### src/sv/pli_pkg.sv
// Package for the positional list insert/delete block.
// Holds the item structs, the operation and status codes and the sequencer states.
// Used by positional_list_insert_delete_top; depends on nothing else.
package pli_pkg;

  localparam int unsigned CAPACITY_DEF = 128;

  typedef enum logic {
    OP_INSERT = 1'b0,
    OP_DELETE = 1'b1
  } op_e;

  typedef enum logic [1:0] {
    ST_OK    = 2'd0,
    ST_RANGE = 2'd1,
    ST_FULL  = 2'd2
  } status_e;

  typedef enum logic [2:0] {
    S_IDLE,
    S_CHECK,
    S_TAKE,
    S_RD,
    S_WR,
    S_PUT,
    S_DONE
  } seq_state_e;

  typedef struct packed {
    op_e                operation;
    logic [7:0]         position;
    logic signed [31:0] insert_value;
  } in_item_t;

  typedef struct packed {
    status_e            status;
    logic signed [31:0] removed_value;
    logic [7:0]         list_length;
  } out_item_t;

endpackage

### src/sv/positional_list_insert_delete_top.sv
// Top level of the positional list: element memory, length count and move sequencer.
// One memory port pair is shared by every element move under a small state machine.
// Depends on pli_pkg.
//
//   channel | valid      | stall       | payload
//   --------+------------+-------------+-----------------------
//   input   | in_valid_i | in_stall_o  | in_item_i  (in_item_t)
//   output  | out_valid_o| out_stall_i | out_item_o (out_item_t)
//
// An item moves one element at a time (memory read, then write): an insert or a delete
// walks every element behind the position before its result is written to the result
// register, while a rejected item goes straight from the check to the result.
// Reset clears the length and the control state; the element memory is not cleared.
// The input is stalled while an item is being worked on. The result waits in an
// output register, and the next item can be accepted while that result is stalled.
module positional_list_insert_delete_top
  import pli_pkg::*;
#(
  parameter int unsigned CAPACITY = CAPACITY_DEF
) (
  input  logic      clk_i,
  input  logic      rst_ni,
  input  logic      in_valid_i,
  output logic      in_stall_o,
  input  in_item_t  in_item_i,
  output logic      out_valid_o,
  input  logic      out_stall_i,
  output out_item_t out_item_o
);

  localparam int unsigned CW = $clog2(CAPACITY + 1);
  localparam int unsigned AW = $clog2(CAPACITY);
  localparam int unsigned XW = ((CW > 8) ? CW : 8) + 1;

  seq_state_e state_q, state_d;
  in_item_t   req_q, req_d;
  logic [CW-1:0] count_q, count_d;
  logic [CW-1:0] idx_q, idx_d;
  status_e    status_q, status_d;
  logic signed [31:0] removed_q, removed_d;
  logic       out_valid_q, out_valid_d;
  out_item_t  out_item_q, out_item_d;

  logic [31:0]   mem [CAPACITY];
  logic [31:0]   rdata_q;
  logic          mem_re, mem_we;
  logic [AW-1:0] mem_raddr, mem_waddr;
  logic [31:0]   mem_wdata;

  logic [XW-1:0] pos_x, cnt_x, idx_x;
  logic          ins_bad, del_bad, full;
  logic          out_free;

  assign pos_x    = XW'(req_q.position);
  assign cnt_x    = XW'(count_q);
  assign idx_x    = XW'(idx_q);
  assign ins_bad  = (req_q.position == 8'd0) || (pos_x > cnt_x + XW'(1));
  assign del_bad  = (req_q.position == 8'd0) || (pos_x > cnt_x);
  assign full     = (count_q == CW'(CAPACITY));
  assign out_free = !out_valid_q || !out_stall_i;

  // Next state.
  always_comb begin
    state_d = state_q;
    case (state_q)
      S_IDLE: begin
        if (in_valid_i) state_d = S_CHECK;
      end
      S_CHECK: begin
        if (req_q.operation == OP_INSERT) begin
          if (ins_bad || full) state_d = S_DONE;
          else if (cnt_x >= pos_x) state_d = S_RD;
          else state_d = S_PUT;
        end else begin
          state_d = del_bad ? S_DONE : S_TAKE;
        end
      end
      S_TAKE: begin
        state_d = (pos_x < cnt_x) ? S_RD : S_DONE;
      end
      S_RD: state_d = S_WR;
      S_WR: begin
        if (req_q.operation == OP_INSERT) begin
          state_d = (idx_x > pos_x) ? S_RD : S_PUT;
        end else begin
          state_d = (idx_x + XW'(1) < cnt_x) ? S_RD : S_DONE;
        end
      end
      S_PUT: state_d = S_DONE;
      S_DONE: begin
        if (out_free) state_d = S_IDLE;
      end
      default: state_d = S_IDLE;
    endcase
  end

  // Datapath and memory control.
  always_comb begin
    req_d       = req_q;
    count_d     = count_q;
    idx_d       = idx_q;
    status_d    = status_q;
    removed_d   = removed_q;
    out_valid_d = out_valid_q && out_stall_i;
    out_item_d  = out_item_q;
    mem_re      = 1'b0;
    mem_we      = 1'b0;
    mem_raddr   = '0;
    mem_waddr   = '0;
    mem_wdata   = rdata_q;
    case (state_q)
      S_IDLE: begin
        if (in_valid_i) req_d = in_item_i;
      end
      S_CHECK: begin
        removed_d = '0;
        idx_d     = count_q;
        if (req_q.operation == OP_INSERT) begin
          if (ins_bad) status_d = ST_RANGE;
          else if (full) status_d = ST_FULL;
          else status_d = ST_OK;
        end else begin
          status_d = del_bad ? ST_RANGE : ST_OK;
          // Fetch the element being removed.
          mem_re    = !del_bad;
          mem_raddr = AW'(pos_x - XW'(1));
        end
      end
      S_TAKE: begin
        removed_d = rdata_q;
        idx_d     = CW'(pos_x);
      end
      S_RD: begin
        mem_re = 1'b1;
        if (req_q.operation == OP_INSERT) mem_raddr = AW'(idx_q - CW'(1));
        else mem_raddr = AW'(idx_q);
      end
      S_WR: begin
        mem_we = 1'b1;
        if (req_q.operation == OP_INSERT) begin
          mem_waddr = AW'(idx_q);
          idx_d     = idx_q - CW'(1);
        end else begin
          mem_waddr = AW'(idx_q - CW'(1));
          idx_d     = idx_q + CW'(1);
        end
      end
      S_PUT: begin
        mem_we    = 1'b1;
        mem_waddr = AW'(pos_x - XW'(1));
        mem_wdata = req_q.insert_value;
        count_d   = count_q + CW'(1);
      end
      S_DONE: begin
        if (out_free) begin
          if (req_q.operation == OP_DELETE && status_q == ST_OK) begin
            count_d = count_q - CW'(1);
          end
          out_valid_d                = 1'b1;
          out_item_d.status          = status_q;
          out_item_d.removed_value   = removed_q;
          out_item_d.list_length     = 8'(XW'(count_d));
        end
      end
      default: ;
    endcase
  end

  always_ff @(posedge clk_i or negedge rst_ni) begin
    if (!rst_ni) begin
      state_q     <= S_IDLE;
      count_q     <= '0;
      out_valid_q <= 1'b0;
    end else begin
      state_q     <= state_d;
      count_q     <= count_d;
      out_valid_q <= out_valid_d;
    end
  end

  always_ff @(posedge clk_i) begin
    req_q      <= req_d;
    idx_q      <= idx_d;
    status_q   <= status_d;
    removed_q  <= removed_d;
    out_item_q <= out_item_d;
  end

  always_ff @(posedge clk_i) begin
    if (mem_we) mem[mem_waddr] <= mem_wdata;
    if (mem_re) rdata_q <= mem[mem_raddr];
  end

  assign in_stall_o  = (state_q != S_IDLE);
  assign out_valid_o = out_valid_q;
  assign out_item_o  = out_item_q;

  a_count_bound: assert property (@(posedge clk_i) disable iff (!rst_ni)
    count_q <= CW'(CAPACITY))
    else $error("element count above capacity");

  a_put_grows: assert property (@(posedge clk_i) disable iff (!rst_ni)
    state_q == S_PUT |=> count_q == $past(count_q) + CW'(1))
    else $error("insert did not grow the list by one");

  a_no_write_idle: assert property (@(posedge clk_i) disable iff (!rst_ni)
    !(mem_we && (state_q == S_IDLE || state_q == S_DONE)))
    else $error("memory written outside an element move");

  a_reject_zero: assert property (@(posedge clk_i) disable iff (!rst_ni)
    (out_valid_o && out_item_o.status != ST_OK) |-> out_item_o.removed_value == '0)
    else $error("rejected item returned a nonzero value");

endmodule
### config.mk
export PLATFORM = sky130hd
export DESIGN_NAME = positional_list_insert_delete_top
export DESIGN_NICKNAME = d
export VERILOG_FILES = /design/src/sv/pli_pkg.sv /design/src/sv/positional_list_insert_delete_top.sv
export SDC_FILE = /design/constraint.sdc
export NUM_CORES = 2
export LEC_CHECK = 0
export BUFFER_PORTS_ARGS = -buffer_cell sky130_fd_sc_hd__buf_2
export CORE_AREA = 2 2 495 693
export DETAILED_ROUTE_END_ITERATION = 6
export DIE_AREA = 0 0 497 695
export SLEW_MARGIN = 5
export SYNTH_ARGS = -nofsm -noshare
export SYNTH_HDL_FRONTEND = slang
export SYNTH_SLANG_ARGS = --single-unit
### constraint.sdc
create_clock -name clk_i -period 8.6 [get_ports clk_i]
set_input_delay 0 -clock clk_i [delete_from_list [all_inputs] [get_ports clk_i]]
set_output_delay 0 -clock clk_i [all_outputs]
set_load 0.02 [all_outputs]
==> Word-level counts from Yosys, hierarchy flattened <==
Memory sizes are Yosys's and may differ from the RTL's. A register that Yosys moved wholly into a read port is not among the register bits.
Cells that the tools add are included.
Widths: inputs -> output; s select.
{ "op_classes": {"reduce_logical": 21, "mux": 34, "n_eq_ne": 9, "order_cmp": 6, "addsub": 7} }
{ "op_table": {"columns": ["operator", "count"], "rows": [
  ["$pmux 32 s2", 1],
  ["$mux 32", 1],
  ["$mux 3", 10],
  ["$pmux 7 s2", 2],
  ["$mux 8", 3],
  ["$pmux 8 s3", 1],
  ["$mux 7", 3],
  ["$pmux 3 s7", 1],
  ["$add 8x1->9 const B", 2],
  ["$add 8x1->8 const B", 2],
  ["$gt 8x8->1", 2],
  ["$pmux 8 s2", 1],
  ["$sub 8x1->8 const B", 2],
  ["$eq 3x3->1 const B", 3],
  ["$gt 8x9->1", 1],
  ["$lt 9x8->1", 1],
  ["$eq 8x8->1 const B", 1],
  ["$ge 8x8->1", 1],
  ["$logic_not 8->1", 1],
  ["$lt 8x8->1", 1],
  ["$reduce_and 2->1", 4],
  ["$mux 1", 7],
  ["$sub 7x1->7 const B", 1],
  ["$eq 3x2->1 const B", 2],
  ["other kinds (12)", 23]
]} }
{ "totals": {"input_bits": 45, "out_inout_bits": 44, "reg_bits": 137, "ramBits": 4096, "n_memories": 1, "word_cells": 90} }
{ "memory_table": {"columns": ["name", "depth", "width", "rd", "rd_clocked_by_memory_dff", "wr", "line", "source"], "rows": [
  ["mem", 128, 32, 1, 1, 1, "positional_list_insert_delete_top.sv:44", "logic [31:0] mem [CAPACITY];"]
]} }

==> Longest topological paths before layout <==
{ "logic_depth": {"depth_word": 7, "ltp_mapped": 15, "ltp_nobuf": 13} }

==> Worst setup path before layout <==
Ideal clock, no wire load.
{ "synth_path": {"path_kind": "register to register", "startpoint": "reg req_q, in the netlist pos_x[2]", "endpoint": "mem mem[100][0], enable pin", "path_slack_ns": 4.687, "setup_ns": 0.421, "arrival_time_ns": 3.492, "path_stages_with_launch": 8, "cell_sequence": "edfxtp_1 or3_1 or4_1 and2_1 o22a_1 nor2_1 nand2_1 nor2_1"} }
{ "synth_between": {"elab_chain_cells": 2} }
{ "synth_lines": {"columns": ["element", "line", "source"], "rows": [
  ["from (decl)", "positional_list_insert_delete_top.sv:36", "in_item_t req_q, req_d;"],
  ["from (signal assigned)", "positional_list_insert_delete_top.sv:182", "req_q <= req_d;"],
  ["$sub 7x1->7", "positional_list_insert_delete_top.sv:150", "mem_waddr = AW'(pos_x - XW'(1));"],
  ["$pmux 7 s2", "positional_list_insert_delete_top.sv:111", "case (state_q)"],
  ["to (decl)", "positional_list_insert_delete_top.sv:44", null]
]} }
Every way passes these cells.

==> Worst setup path after layout <==
{ "layout_path": {"startpoint": "reg req_q[40] in the netlist's numbering", "endpoint": "reg rdata_q[19] (read register of mem) (data pin)"} }
{ "layout_between": {"elab_chain_cells": 2, "elab_cells_between_ends": 5, "classes_between": "5 x mux"} }
{ "layout_lines": {"columns": ["element", "line", "source"], "rows": [
  ["$mux 7 (tied with other cells)", "positional_list_insert_delete_top.sv:135", "if (req_q.operation == OP_INSERT) mem_raddr = AW'(idx_q - CW'(1));"],
  ["$pmux 7 s2 or $pmux 1 s2 (tied branches)", "positional_list_insert_delete_top.sv:111", null],
  ["to (decl)", "positional_list_insert_delete_top.sv:45", "logic [31:0] rdata_q;"]
]} }
Parallel ways exist; a longest one is shown, timed or not.
A chain may end at the register's enable or synchronous reset.

==> run_summary.xml <==
<?xml version="1.0" encoding="UTF-8"?>
<metrics>
  <group name="outcome">
    <metric name="status" unit="">finished with violations</metric>
    <metric name="violated_checks" unit="">capacitance limit, slew limit</metric>
  </group>
  <group name="pwr">
    <metric name="p_per_area" unit="nW/um^2">339</metric>
    <metric name="total_leakage_power" unit="nW">64.9</metric>
    <metric name="power.sequential.fraction" unit="%">42.4</metric>
    <metric name="share_clk_of_total_power" unit="%">27.2</metric>
    <metric name="total_switching_power" unit="mW">23.6</metric>
    <metric name="comb_power_share" unit="%">30.4</metric>
    <metric name="internal_power" unit="mW">40.9</metric>
    <metric name="netSwitchingFraction" unit="%">36.6</metric>
    <metric name="highest_ir_drop_seen_on_vdd" unit="mV">0.538</metric>
  </group>
  <group name="yosys">
    <metric name="dominantRegCellSynth" unit="">sky130_fd_sc_hd__edfxtp_1</metric>
    <metric name="synth_top_area_share" unit="%">75.6</metric>
    <metric name="synth_cell_type_count" unit="">74</metric>
    <metric name="ys_top_cells_by_area" unit="">sky130_fd_sc_hd__edfxtp_1 (76%), sky130_fd_sc_hd__mux2i_1 (5.2%), sky130_fd_sc_hd__nand2_1 (4.7%)</metric>
    <metric name="post_synth_inst_count" unit="">11100</metric>
    <metric name="postSynthNetCount" unit="">11200</metric>
    <metric name="seq_area_frac_synth" unit="%">75.8</metric>
    <metric name="synth_async_sr_flop_share" unit="%">0.281</metric>
    <metric name="synth_edf_count" unit="">4253</metric>
    <metric name="synth_area_leader_cell" unit="">sky130_fd_sc_hd__edfxtp_1</metric>
    <metric name="syn_area" unit="um^2">169000</metric>
    <metric name="yosys_register_bits" unit="">4265</metric>
    <metric name="synthesis.area_per_instance" unit="um^2">15.2</metric>
    <metric name="synth-warning-count" unit="">0</metric>
  </group>
  <group name="worst_setup_path">
    <metric name="cp_max_fo" unit="">42</metric>
    <metric name="worstRegToRegCells" unit="">12</metric>
    <metric name="critPathMostFrequentCell" unit="">sky130_fd_sc_hd__buf_4</metric>
    <metric name="critical_path.startpoint_type" unit="">flop</metric>
    <metric name="timing_worst_setup_path_type" unit="">flop to flop</metric>
    <metric name="crit_arrival" unit="ns">7.15</metric>
    <metric name="required" unit="ns">9.25</metric>
    <metric name="critical_path.max_stage_delay" unit="ns">1.14</metric>
    <metric name="worst_path_max_delay_cell" unit="">sky130_fd_sc_hd__o31ai_1</metric>
    <metric name="setup.worst_path.end_class" unit="">flop</metric>
    <metric name="crit_chain" unit="">clkinv_1 -&gt; ha_1 -&gt; nor2b_1 -&gt; o21ai_4 -&gt; buf_4 -&gt; buf_4 -&gt; buf_4 -&gt; mux4_2 -&gt; nand2_1 -&gt; a21oi_1 -&gt; o31ai_1 -&gt; nand4_1</metric>
  </group>
  <group name="layout">
    <metric name="n_fill_cell" unit="">26300</metric>
    <metric name="nNetsFinal" unit="">11300</metric>
    <metric name="layout.cells.most_common" unit="">sky130_fd_sc_hd__edfxtp_1</metric>
    <metric name="syn_to_final_growth" unit="%">12.4</metric>
    <metric name="drive_gt1_share" unit="%">11.2</metric>
    <metric name="top_library_cells_by_usage_in_the_layout_fill_and_taps_aside" unit="">sky130_fd_sc_hd__edfxtp_1 (4253), sky130_fd_sc_hd__nand2_1 (2120), sky130_fd_sc_hd__mux2i_1 (879)</metric>
    <metric name="stdcell_count" unit="">16100</metric>
  </group>
  <group name="min_path">
    <metric name="hold_path_depth" unit="">5</metric>
    <metric name="min_path_type" unit="">input pin to flop</metric>
  </group>
  <group name="timing">
    <metric name="max_clock_freq" unit="MHz">154</metric>
    <metric name="fin_setup_tns" unit="ns">0</metric>
    <metric name="final.min_clock_period" unit="ns">6.50</metric>
    <metric name="clock_skew" unit="ns">0.0823</metric>
    <metric name="final_max_slew_viol_count" unit="">1</metric>
    <metric name="slew_headroom" unit="%">-0.422</metric>
    <metric name="report.final.setup_viol" unit="">0</metric>
    <metric name="finalHoldViolations" unit="">0</metric>
    <metric name="rsz_0062_raised_after_global_routing" unit="">no</metric>
    <metric name="timing_worst_slew_pin_value" unit="ns">1.51</metric>
    <metric name="layout_worst_path_cycle_share" unit="%">75.6</metric>
  </group>
  <group name="die">
    <metric name="core_region_area" unit="um^2">339000</metric>
    <metric name="start_util" unit="%">49.8</metric>
    <metric name="die_w" unit="um">497</metric>
    <metric name="row_count" unit="">253</metric>
    <metric name="boundaryPins" unit="">89</metric>
    <metric name="die_h" unit="um">695</metric>
    <metric name="die_area" unit="um^2">345000</metric>
  </group>
  <group name="route">
    <metric name="vias_per_inst" unit="">6.34</metric>
    <metric name="wl_per_cell" unit="um">33.3</metric>
    <metric name="drt-initial-drc-count" unit="">12800</metric>
    <metric name="totalWireLength" unit="um">536000</metric>
    <metric name="drc_errors" unit="">0</metric>
    <metric name="first_pass_iters" unit="">6</metric>
    <metric name="detailroute.via_count" unit="">102000</metric>
    <metric name="drtAntennaViolNets" unit="">0</metric>
  </group>
  <group name="clock_network">
    <metric name="cts_tree" unit="">yes</metric>
    <metric name="worst_skew_pair.late_latency" unit="ns">0.97</metric>
    <metric name="cts.htree.levels" unit="">5</metric>
    <metric name="tritoncts_num_sinks" unit="">4265</metric>
    <metric name="clock_path_buffers" unit="">4</metric>
    <metric name="clk_root_buffer_cell" unit="">sky130_fd_sc_hd__clkbuf_16</metric>
    <metric name="tritoncts.num_buffers" unit="">396</metric>
    <metric name="clk_pin_slew" unit="ns">0.07</metric>
  </group>
  <group name="place">
    <metric name="place_congestion" unit="">0.913</metric>
    <metric name="io_buf_count" unit="">88</metric>
    <metric name="detailed_place_hpwl" unit="um">307000</metric>
    <metric name="placed_cells_incl_taps" unit="">15200</metric>
  </group>
  <group name="global_route">
    <metric name="grt_util_all_layers" unit="%">30.6</metric>
    <metric name="grt_pass1_wl" unit="um">748000</metric>
    <metric name="total_congestion_overflow_after_global_routing" unit="">0</metric>
    <metric name="grt_antenna_before_repair" unit="">38</metric>
    <metric name="first_global_vias" unit="">98700</metric>
    <metric name="grt_start_max_net_pins" unit="">144</metric>
  </group>
  <group name="run">
    <metric name="max_cap_viol_count" unit="">1</metric>
  </group>
</metrics>
## cells in the mapped netlist, drive strengths merged, types with 127 or more instances
cell type,instances
edfxtp,4253
nand2,2131
mux2i,879
nand3,759
buf,372
clkbuf,349
nor2,335
a31oi,321
a22oi,226
o21ai,226
a21oi,216
and2,129
a221oi,127
## stage by stage
stage | utilization [%] | instance area [um^2] | setup WS (ns) | hold slack, ns | power (mW)
floorplan | - | 169000 | 4.69 | -0.296 | 37.4
global placement | 51.9 | 176000 | 2.06 | -0.0850 | 46.6
detailed placement | 52.0 | 176000 | 2.14 | -0.0888 | 47.0
CTS | 55.9 | 190000 | 2.17 | 0.0633 | 64.3
global route | 55.9 | 190000 | 1.95 | 0.183 | 66.1
finish | 56.0 | 190000 | 2.10 | 0.129 | 64.4
## final timing paths
path | start | endpoint | slack (ns)
hold reg to reg | removed_q[13] | out_item_o[21] | 0.42
setup reg to reg | req_q[40] | rdata_q[19] | 2.10
max in group asynchronous | rst_ni | count_q[4] | 7.87
setup / recovery | req_q[40] | rdata_q[19] | 2.10
hold / removal | in_valid_i | state_q[0] | 0.13
min in group asynchronous | rst_ni | count_q[1] | 0.31
## worst max-delay path, delay by kind of cell (launching register included)
family,cells,cell delay [ns]
AO/OA/AOI/OAI,3,1.94
adder cells (fa/ha/maj),1,0.44
buffers and inverters,4,1.86
flip-flops,1,0.91
multiplexers,1,0.59
AND/OR/NAND/NOR,3,0.38
## per-layer routing
| metal | share of wire, % | track usage [%] | up-vias |
|---|---|---|---|
| met5 | 0.0073 | 0 | - |
| met4 | 7.5 | 19.9 | 6 |
| met3 | 9.1 | 5.29 | 1107 |
| met2 | 47 | 49.3 | 5421 |
| met1 | 36 | 38.4 | 52700 |
| li1 | - | - | 42800 |
## cell families after synthesis
family                     after synthesis  share of synthesized area [%]
and+or+nand+nor                       3493                           8.75
DFF                                   4265                           75.8
AOI/OAI and AO/OA                     1464                           5.87
adders and majority gates               39                          0.289
muxes                                 1037                           7.10
buffers and inverters                  747                           1.97
xor gates and xnor gates                40                          0.207
## flip-flops by register name (all words and copies together) (netlist names)
signal,count
out_valid_o,1
out_item_o,42
count_q,8
req_q,33
rdata_q,32
removed_q,32
pos_x,8
mem,4096
idx_q,8
state_q,3
status_q,2
## cell type report
cell class              count  area [um^2]  share of cell area [%]
clock buffers             483        10400                    5.46
flip-flops and latches   4265       128000                    67.5
multi-input cells        6073        39100                    20.6
repair buffers            501         4170                    2.20
inverters                  26         97.6                  0.0514
clock inverters           233         2290                    1.21
well taps                4462         5580                    2.94
diodes                     51          128                  0.0672
## power groups by stage
stage | sequential [mW] | clock (mW) | combinational, mW
floorplan | 27.4 | 0 | 10.0
global placement | 27.7 | 0 | 18.9
detailed placement | 27.7 | 0 | 19.3
CTS | 27.3 | 17.7 | 19.3
global route | 27.3 | 18.4 | 20.3
finish | 27.3 | 17.5 | 19.6
## repair_timing
| action | CTS | global route |
|---|---|---|
| hold endpoints to repair | 148 | 0 |
| hold buffers | 87 | 0 |
| gates resized for setup | 0 | 0 |
| buffers inserted | 0 | 0 |
(Power assumes the default switching activity.)
